$ cat src/hw/rtl/hots_pkg.sv
// shared types and constants for the html open tag scanner
// request payload structs, result codes and byte constants; no dependencies

package hots_pkg;

  typedef struct packed {
    logic [7:0] ch;
    logic       first;
    logic       last;
  } in_item_t;

  typedef struct packed {
    logic [1:0] span_kind;
    logic [7:0] span_start;
    logic [7:0] span_len;
    logic [7:0] attr_name_start;
    logic [7:0] attr_name_len;
    logic [1:0] outcome;
    logic [7:0] tag_len_total;
  } out_item_t;

  // span kinds
  localparam logic [1:0] SpanNone = 2'd0;
  localparam logic [1:0] SpanTag  = 2'd1;
  localparam logic [1:0] SpanAttr = 2'd2;

  // outcomes
  localparam logic [1:0] OutPending = 2'd0;
  localparam logic [1:0] OutOpen    = 2'd1;
  localparam logic [1:0] OutSelfCl  = 2'd2;
  localparam logic [1:0] OutReject  = 2'd3;

  // bytes with a meaning of their own
  localparam logic [7:0] CharGt     = 8'h3E;
  localparam logic [7:0] CharSlash  = 8'h2F;
  localparam logic [7:0] CharSpace  = 8'h20;
  localparam logic [7:0] CharEq     = 8'h3D;
  localparam logic [7:0] CharDq     = 8'h22;
  localparam logic [7:0] CharSq     = 8'h27;
  localparam logic [7:0] CharUs     = 8'h5F;
  localparam logic [7:0] CharDash   = 8'h2D;
  localparam logic [7:0] CharB      = 8'h62;
  localparam logic [7:0] CharR      = 8'h72;
  localparam logic [7:0] NameHiBase = 8'h80;

  // br tracker codes
  localparam logic [1:0] BrFresh = 2'd0;
  localparam logic [1:0] BrB     = 2'd1;
  localparam logic [1:0] BrBr    = 2'd2;
  localparam logic [1:0] BrNone  = 2'd3;

endpackage

$ cat src/hw/rtl/hots_scan.sv
// scan state and per-byte next-state logic of the html open tag scanner
// depends on hots_pkg; state advances once per accepted request

module hots_scan #(
  parameter int unsigned MAX_TAG_BYTES = 256
) (
  input  logic               clk_i,
  input  logic               rst_ni,
  input  logic               take_i,
  input  hots_pkg::in_item_t item_i,
  output hots_pkg::out_item_t result_o
);
  import hots_pkg::*;

  localparam int unsigned TagLimit = (MAX_TAG_BYTES < 255) ? MAX_TAG_BYTES : 255;
  localparam logic [8:0] LimitW = 9'(TagLimit);

  typedef enum logic [3:0] {
    PhIdle, PhWaitTag, PhTag, PhWaitName, PhName,
    PhWaitEq, PhWaitVal, PhVal, PhQuote, PhSlash
  } phase_e;

  phase_e     phase_q, phase_d;
  logic       quote_sq_q, quote_sq_d;
  logic [7:0] offset_q, offset_d;
  logic [7:0] span_q, span_d;
  logic [7:0] hname_start_q, hname_start_d;
  logic [7:0] hname_len_q, hname_len_d;
  logic       tag_seen_q, tag_seen_d;
  logic [1:0] br_q, br_d;

  function automatic logic is_name_byte(input logic [7:0] c);
    return (c > NameHiBase) ||
           (c inside {[8'h61:8'h7A], [8'h41:8'h5A], [8'h30:8'h39], CharUs, CharDash});
  endfunction

  logic [8:0] off_ext;
  logic [7:0] off;
  logic [7:0] seg_len;
  logic       do_reject, do_finish, fin_slash, do_close, go_slash, active;
  logic [7:0] ch;

  assign off_ext = {1'b0, offset_q} + 9'd1;
  assign off     = off_ext[7:0];
  assign seg_len = off - span_q;
  assign ch      = item_i.ch;
  assign active  = item_i.first || (phase_q != PhIdle);

  always_comb begin
    phase_d       = phase_q;
    quote_sq_d    = quote_sq_q;
    offset_d      = offset_q;
    span_d        = span_q;
    hname_start_d = hname_start_q;
    hname_len_d   = hname_len_q;
    tag_seen_d    = tag_seen_q;
    br_d          = br_q;
    result_o      = '0;
    do_reject     = 1'b0;
    do_finish     = 1'b0;
    fin_slash     = 1'b0;
    do_close      = 1'b0;
    go_slash      = 1'b0;

    if (item_i.first) begin
      phase_d       = PhWaitTag;
      quote_sq_d    = 1'b0;
      offset_d      = '0;
      span_d        = '0;
      hname_start_d = '0;
      hname_len_d   = '0;
      tag_seen_d    = 1'b0;
      br_d          = BrFresh;
      do_reject     = item_i.last;
    end else if (phase_q != PhIdle) begin
      if (off_ext >= LimitW) begin
        do_reject = 1'b1;
      end else begin
        offset_d = off;
        case (phase_q)
          PhQuote: begin
            if (ch == (quote_sq_q ? CharSq : CharDq)) begin
              result_o.span_kind       = SpanAttr;
              result_o.span_start      = span_q;
              result_o.span_len        = seg_len;
              result_o.attr_name_start = hname_start_q;
              result_o.attr_name_len   = hname_len_q;
              phase_d                  = PhWaitName;
            end
          end
          PhSlash: begin
            if (ch == CharGt) begin
              do_finish = 1'b1;
              fin_slash = 1'b1;
            end else begin
              do_reject = 1'b1;
            end
          end
          default: begin
            if (ch == CharGt) begin
              do_close  = 1'b1;
              do_finish = 1'b1;
            end else if (ch == CharSlash) begin
              do_close = 1'b1;
              go_slash = 1'b1;
            end else if (ch == CharSpace) begin
              do_close = 1'b1;
            end else if (ch == CharEq) begin
              if (phase_q == PhName) begin
                hname_start_d = span_q;
                hname_len_d   = seg_len;
                phase_d       = PhWaitVal;
              end else if (phase_q == PhWaitEq) begin
                phase_d = PhWaitVal;
              end else begin
                do_reject = 1'b1;
              end
            end else if (ch == CharDq || ch == CharSq) begin
              if (phase_q == PhWaitVal) begin
                quote_sq_d = (ch == CharSq);
                span_d     = off + 8'd1;
                phase_d    = PhQuote;
              end else begin
                do_reject = 1'b1;
              end
            end else if (is_name_byte(ch)) begin
              case (phase_q)
                PhWaitTag: begin
                  span_d  = off;
                  br_d    = (ch == CharB) ? BrB : BrNone;
                  phase_d = PhTag;
                end
                PhTag: begin
                  br_d = (br_q == BrB && ch == CharR) ? BrBr : BrNone;
                end
                PhWaitName, PhWaitEq: begin
                  span_d  = off;
                  phase_d = PhName;
                end
                PhWaitVal: begin
                  span_d  = off;
                  phase_d = PhVal;
                end
                default: ;
              endcase
            end else begin
              do_reject = 1'b1;
            end

            // the token ending just before this byte
            if (do_close) begin
              case (phase_q)
                PhTag: begin
                  result_o.span_kind  = SpanTag;
                  result_o.span_start = span_q;
                  result_o.span_len   = seg_len;
                  tag_seen_d          = 1'b1;
                  phase_d             = PhWaitName;
                end
                PhName: begin
                  hname_start_d = span_q;
                  hname_len_d   = seg_len;
                  phase_d       = PhWaitEq;
                end
                PhVal: begin
                  result_o.span_kind       = SpanAttr;
                  result_o.span_start      = span_q;
                  result_o.span_len        = seg_len;
                  result_o.attr_name_start = hname_start_q;
                  result_o.attr_name_len   = hname_len_q;
                  phase_d                  = PhWaitName;
                end
                default: ;
              endcase
            end
            if (go_slash) begin
              phase_d = PhSlash;
            end
          end
        endcase
      end
    end

    if (do_finish) begin
      if (!tag_seen_d) begin
        do_reject = 1'b1;
      end else begin
        result_o.outcome       = (fin_slash || br_q == BrBr) ? OutSelfCl : OutOpen;
        result_o.tag_len_total = off + 8'd1;
        phase_d                = PhIdle;
      end
    end

    // text ran out before the tag closed
    if (active && item_i.last && result_o.outcome == OutPending) begin
      do_reject = 1'b1;
    end

    if (do_reject) begin
      result_o         = '0;
      result_o.outcome = OutReject;
      phase_d          = PhIdle;
    end
  end

  always_ff @(posedge clk_i or negedge rst_ni) begin
    if (!rst_ni) begin
      phase_q       <= PhIdle;
      quote_sq_q    <= 1'b0;
      offset_q      <= '0;
      span_q        <= '0;
      hname_start_q <= '0;
      hname_len_q   <= '0;
      tag_seen_q    <= 1'b0;
      br_q          <= BrFresh;
    end else if (take_i) begin
      phase_q       <= phase_d;
      quote_sq_q    <= quote_sq_d;
      offset_q      <= offset_d;
      span_q        <= span_d;
      hname_start_q <= hname_start_d;
      hname_len_q   <= hname_len_d;
      tag_seen_q    <= tag_seen_d;
      br_q          <= br_d;
    end
  end

endmodule

$ cat src/hw/rtl/html_open_tag_scanner.sv
// top level of the html open tag scanner: request handshakes and result buffer
// depends on hots_pkg and hots_scan

// The scanner takes the bytes of one HTML open tag, one byte per request,
// starting at the '<' byte (marked with first) and reports one result per
// byte: the tag name span when it ends, each name=value attribute as a name
// span plus a value span, and the final outcome (open, self-closing from
// '/>' or a tag named exactly "br", or rejected). Offsets count from the '<'
// byte; a tag longer than the smaller of MAX_TAG_BYTES and 255 bytes is
// rejected. Throughput is one byte per cycle while in_stall_o is low: each
// byte updates the small scan state, and the result lands in an output
// register backed by one skid entry, so a new byte is taken while one
// finished result still waits downstream. in_stall_o rises only when both
// result entries are full.

module html_open_tag_scanner #(
  parameter int unsigned MAX_TAG_BYTES = 256
) (
  input  logic                clk_i,
  input  logic                rst_ni,
  // byte requests
  input  logic                in_valid_i,
  output logic                in_stall_o,
  input  hots_pkg::in_item_t  in_item_i,
  // result requests
  output logic                out_valid_o,
  input  logic                out_stall_i,
  output hots_pkg::out_item_t out_item_o
);
  import hots_pkg::*;

  out_item_t result;
  out_item_t out_q;
  out_item_t skid_q;
  logic      out_valid_q;
  logic      skid_valid_q;
  logic      take;
  logic      out_free;

  // a byte is taken whenever the skid entry is empty
  assign take     = in_valid_i && !skid_valid_q;
  // output register can load this cycle when empty or being drained
  assign out_free = !out_valid_q || !out_stall_i;

  hots_scan #(
    .MAX_TAG_BYTES(MAX_TAG_BYTES)
  ) u_scan (
    .clk_i    (clk_i),
    .rst_ni   (rst_ni),
    .take_i   (take),
    .item_i   (in_item_i),
    .result_o (result)
  );

  // valid flags of the two result entries
  always_ff @(posedge clk_i or negedge rst_ni) begin
    if (!rst_ni) begin
      out_valid_q  <= 1'b0;
      skid_valid_q <= 1'b0;
    end else if (take) begin
      if (out_free) begin
        out_valid_q <= 1'b1;
      end else begin
        skid_valid_q <= 1'b1;
      end
    end else if (out_free) begin
      // skid entry, if any, moves up; otherwise the output drains
      out_valid_q  <= skid_valid_q;
      skid_valid_q <= 1'b0;
    end
  end

  // result payloads, no reset needed
  always_ff @(posedge clk_i) begin
    if (take) begin
      if (out_free) begin
        out_q <= result;
      end else begin
        skid_q <= result;
      end
    end else if (out_free && skid_valid_q) begin
      out_q <= skid_q;
    end
  end

  assign in_stall_o  = skid_valid_q;
  assign out_valid_o = out_valid_q;
  assign out_item_o  = out_q;

endmodule
$ cat config.mk
export PLATFORM = sky130hd
export DESIGN_NAME = html_open_tag_scanner
export DESIGN_NICKNAME = d
export VERILOG_FILES = /design/src/hw/rtl/hots_pkg.sv /design/src/hw/rtl/hots_scan.sv /design/src/hw/rtl/html_open_tag_scanner.sv
export SDC_FILE = /design/constraint.sdc
export NUM_CORES = 1
export LEC_CHECK = 0
export BUFFER_PORTS_ARGS = -buffer_cell sky130_fd_sc_hd__buf_2
export CAP_MARGIN = 5
export CORE_UTILIZATION = 35
export CTS_BUF_LIST = sky130_fd_sc_hd__clkbuf_8
export CTS_CLUSTER_DIAMETER = 200
export DETAILED_ROUTE_END_ITERATION = 10
export GPL_ROUTABILITY_DRIVEN = 1
export PLACE_DENSITY_LB_ADDON = 0.08
export SYNTH_ARGS = -nofsm -noshare
export SYNTH_HDL_FRONTEND = slang
export SYNTH_SLANG_ARGS = --single-unit
$ cat constraint.sdc
create_clock -name clk_i -period 7.65 [get_ports clk_i]
set_input_delay 0.765 -clock clk_i [delete_from_list [all_inputs] [get_ports clk_i]]
set_output_delay 0.765 -clock clk_i [all_outputs]
set_load 0.005 [all_outputs]
After elaboration in Yosys (flattened, before gate mapping)
Cells that the tools add are included.
- word-level logic and storage cells: 256
- output and inout port bits: 46
- bits in writable memories: 0
- input bits: 14
- register bits after elaboration: 130
- memory bits (read-only): 0
- memories kept: 0
- bits in latches: 0
- shift operators: 0
- bitwise operators: 1
- muxes and demuxes: 148
- multipliers: 0
- equal/unequal tests: 32
- div/mod/pow operators: 0
- $add $sub $neg: 3
- reduce and logical (&&, ||, !) cells: 40
- $lt $le $gt $ge: 8
- operator list (kind ; number):
    2-to-1 mux 8 bit ; 37
    2-to-1 mux 44 bit ; 4
    2-to-1 mux 34 bit ; 5
    2-to-1 mux 4 bit ; 18
    one-hot mux 34 bit (2 select lines) ; 1
    2-to-1 mux 1 bit ; 61
    equality test 8 x 6 -> 1 bit, second input constant ; 7
    one-hot mux 18 bit (2 select lines) ; 1
    equality test 8 x 7 -> 1 bit, second input constant ; 3
    2-to-1 mux 2 bit ; 12
    AND reduction 11 bit ; 2
    2-to-1 mux 10 bit ; 2
    equality test 4 x 3 -> 1 bit, second input constant ; 4
    greater-or-equal comparator 8 x 7 -> 1 bit, second input constant ; 2
    <= comparator 8 x 7 -> 1 bit, second input constant ; 2
    2-to-1 mux 16 bit ; 1
    one-hot mux 4 bit (2 select lines) ; 2
    != test 2 bit, second input constant ; 7
    one-hot mux 4 bit (3 select lines) ; 1
    nonzero test 2 bit ; 6
    AND reduction 10 bit ; 1
    adder 8 x 1 -> 9 bit, second input constant ; 1
    greater-or-equal comparator 9 x 8 -> 1 bit, second input constant ; 1
    nonzero test 3 bit ; 3
    28 further kinds ; 48

Logic depth before layout (Yosys ltp)
- depth in word-level cells: 21
- mapped depth: 13
- depth with buffers taken out: 12

Cells and area by module
From an unflattened synthesis, not the netlist that was laid out.
- cells, all modules: 565
- area total of the unflattened synthesis: 7070.5 um2
- modules (own cells, without submodules) (module ; sequential area each (um2) ; instances ; cells each ; area each (um2)):
    hots_scan ; 1001.0 ; 1 ; 417 ; 3577.2
    html_open_tag_scanner ; 2692.6 ; 1 ; 148 ; 3493.4

Worst setup path after synthesis
No wires, ideal clock.
- kind: input to register
- start: input out_stall_i
- end: register out_q (netlist bit out_item_o[0]), enable pin
- data required time: 7.204 ns
- cell stages on the path: 2
- arrival time: 2.781 ns
- slack: 4.423 ns
- cells stage by stage: and2_1 nor2_1
- longest elaborated chain between the ends: 5
- elaborated cells on any way between the ends: 6
- ends and longest elaborated chain (element ; RTL line ; source):
    start: declaration ; html_open_tag_scanner.sv:27 ; input logic out_stall_i,
    logical NOT 1 bit (*) ; html_open_tag_scanner.sv:43 ; assign out_free = !out_valid_q || !out_stall_i;
    logical OR 1 bit (*) ; html_open_tag_scanner.sv:43 ;
    logical AND 1 bit ; html_open_tag_scanner.sv:81 ; end else if (out_free && skid_valid_q) begin
    nonzero test 2 bit (no source line) ; -- ;
    AND reduction 2 bit (no source line) (*) ; -- ;
    end signal: assignment ; html_open_tag_scanner.sv:77 ; out_q <= result;
    end signal: assignment ; html_open_tag_scanner.sv:82 ; out_q <= skid_q;
    end: declaration ; html_open_tag_scanner.sv:33 ; out_item_t out_q;
Mark *: on every way between the ends. The rest lies on a longest branch, timed or not.
A chain may end at the register's enable or synchronous reset.

Worst setup path in the final report
- start: register u_scan.offset_q[0]
- end: register u_scan.hname_start_q[4]
- longest elaborated chain between the ends: 4
- ends and longest elaborated chain (element ; RTL line ; source):
    start: declaration ; hots_scan.sv:25 ; logic [7:0] offset_q, offset_d;
    start signal: assignment ; hots_scan.sv:219 ; offset_q <= offset_d;
    adder 8 x 1 -> 9 bit ; hots_scan.sv:43 ; assign off_ext = {1'b0, offset_q} + 9'd1;
    greater-or-equal comparator 9 x 8 -> 1 bit ; hots_scan.sv:76 ; if (off_ext >= LimitW) begin
    != test 2 bit (no source line) ; -- ;
    AND reduction 4 bit (no source line) ; -- ;
    end signal: assignment ; hots_scan.sv:221 ; hname_start_q <= hname_start_d;
    end: declaration ; hots_scan.sv:27 ; logic [7:0] hname_start_q, hname_start_d;
No other way between the ends.

==> impl_metrics.toml <==
[final_layout]
stdcell_area_um2 = 7870
multi_input_area_um2 = 3030
area_delta_synth_final_pct = 12.8
antennaDiodeCount = 0
fillCellCount = 1959
nets = 694
drive_gt1_frac = 0.220
seqCellArea_um2 = 3690

[place]
placed_cell_area_um2 = 7450
place_hpwl_mm = 11.5
port_buffers = 59
gp_congestion = 0.870

[timing]
tns_ps = 0
fmax_mhz = 252
min_period_ps = 3960
rsz0062_at_grt = "false"
relSlewSlack = 0.269
period_share = 0.518
hold_violations = 0
drv_slew = 0
worst_pin_slew_ps = 1100
fin_skew_ps = 16.5
setup_viol = 0

[floorplanning]
die_area_um2 = 20500
core-area_um2 = 19500
placementRows = 51
start_util = 0.357
io_pins = 60
die_x_um = 143
die_height_um = 143

[pwr]
power.density_nw_per_um2 = 308
power_switching_uw = 859
ir_drop_v = 0.000110
pwr-share-comb = 0.328
p_sw_frac = 0.355
p_seq_frac = 0.417
leakage_nw = 2.99
clkPwrFrac = 0.255
internal_power_mw = 1.56

[setup_path]
critical_path_class = "reg -> reg"
end_kind = "flip-flop"
rr_startpoint = "u_scan.offset_q[0]$_DFFE_PN0P_"
crit_arrival_ps = 4300
crit_start = "u_scan.offset_q[0]$_DFFE_PN0P_"
startpoint_type = "flip-flop"
cp_max_fo = 17
critical_path_required_ps = 7990
reg2reg_depth = 9

[global_route]
first_global_vias = 4931
antenna_found_initial = 0
grt_start_max_net_pins = 64
grt.overflow.total = 0
track_usage = 0.172
grt_pass1_wl_mm = 26.6

[routing]
firstDrtPassIters = 5
ant_nets = 0
first_iter_violations = 397
vias = 4969
routed_wl_mm = 16.7
wl_per_cell_um = 17.7
drc = 0
via_per_inst = 5.25

[clock_network]
htree_levels = 4
clk_pin_slew_ps = 80
cts.root.buffer_cell = "clkbuf_8"
clockBufferDepth = 2
ctsResizeCount = 0
clock_latency_ps = 440
cts_sinks = 130
postCtsHoldBufs = 0
cts_tree = "yes"
cts_buffers = 17
cts_setup_buffers = 0

[synth]
yosysWarnings = 0
synth_area_leaders = "edfxtp_1, dfrtp_1, mux2_2"
synth_top_flop_cell = "edfxtp_1"
synth_most_common_cell = "edfxtp_1"
synth_fp_nets = 655
synthDominantCellAreaShare = 0.379
syn_area_um2 = 6980
ys_types = 76
synthArstFlopShare = 0.323
ys_top_cells_by_count = "edfxtp_1, nand2_1, nor2_1"
synth.largest_area_cell = "edfxtp_1"
syn_area_per_cell_um2 = 11.1
synth_seq_area_share = 0.529
syn_inst = 630
ys_ff_latch = 130
synth_edf_count = 88

[worst_hold_path]
min-delay-path-class = "in -> async"

[flow_run]
cap_violations = 0

[outcome]
outcome = "completed"
==> kinds of logic (layout without fill, tap and decap cells) <==
| logic type | after synthesis | in the layout | synth area share |
|---|---|---|---|
| muxes | 34 | 34 | 0.0550 |
| buffers and inverters | 61 | 113 | 0.0378 |
| adders and majority gates | 11 | 11 | 0.0208 |
| AOI/OAI and AO/OA | 138 | 138 | 0.142 |
| and+or+nand+nor | 224 | 224 | 0.173 |
| xor gates and xnor gates | 32 | 32 | 0.0423 |
| DFF | 130 | 130 | 0.529 |
==> layout by cell type, fill, tap and decap left out, types with 19 or more instances in the layout <==
cell and n:
nor2_1 42, buf_2 59, xnor2_1 21, o21ai_0 37, clkbuf_8 19, and2_1 21, nand2_1 60, dfrtp_1 42
mux2_2 31, edfxtp_1 88
==> through the flow <==
step                      cells   util  setup slack, ps  hold slack [ps]  power, mW
after floorplan             630      -             4420              464       1.55
after global placement      915  0.382             3960              491       1.82
after detailed placement    915  0.382             3720              497       1.83
after CTS                   947  0.403             3700              514       2.45
after global routing        947  0.403             3370              552       2.57
final                       947  0.403             3690              499       2.42
==> final cells by class <==
cell class,count,share of cell area
tap,265,0.0421
multi-input combinational,439,0.385
clock buffer,19,0.0332
clock inverter,13,0.0203
inverter,18,0.00858
timing repair buffer,63,0.0413
sequential,130,0.469
==> per-layer routing <==
metal | up-vias | track usage | wire, µm
met5 | - | 0 | 0
met1 | 2406 | 0.225 | 7790
li1 | 2411 | - | -
met4 | 0 | 0.0690 | 372
met3 | 28 | 0.0386 | 538
met2 | 124 | 0.276 | 8020
==> flip-flops by register name, summed over array words and instances (netlist names) <==
name,count
in_stall_o,1
out_item_o,44
out_valid_o,1
skid_q,44
u_scan.br_q,2
u_scan.hname_len_q,8
u_scan.hname_start_q,8
u_scan.offset_q,8
u_scan.phase_q,4
u_scan.quote_sq_q,1
u_scan.span_q,8
u_scan.tag_seen_q,1
==> power by group through the flow <==
| stage | Clock (mW) | Sequential [mW] | Combinational (mW) |
|---|---|---|---|
| after floorplan | 0 | 0.984 | 0.567 |
| after global placement | 0 | 1.02 | 0.795 |
| after detailed placement | 0 | 1.02 | 0.805 |
| after CTS | 0.634 | 1.01 | 0.808 |
| after global routing | 0.661 | 1.03 | 0.878 |
| final | 0.618 | 1.01 | 0.794 |
==> final timing paths <==
path,to,slack (ps)
setup / recovery,u_scan.hname_start_q[4]$_DFFE_PN0P_,3690
hold / removal,u_scan.br_q[0]$_DFFE_PN0P_,500
setup reg to reg,u_scan.hname_start_q[4]$_DFFE_PN0P_,3690
hold reg to reg,u_scan.hname_len_q[6]$_DFFE_PN0P_,510
max in group asynchronous,u_scan.span_q[4]$_DFFE_PN0P_,6480
min in group clk_i,u_scan.hname_len_q[6]$_DFFE_PN0P_,510
==> worst max-delay path, cell delays in order (launching register included) <==
cell	delay [ps]
dfrtp_1	580
ha_1	340
nand2_1	80
or2_4	250
xor2_1	380
or4_1	400
nand3_1	550
nor2_1	880
a22oi_1	160
o21ai_0	240
No activity file was read; power rests on OpenSTA's default activity.
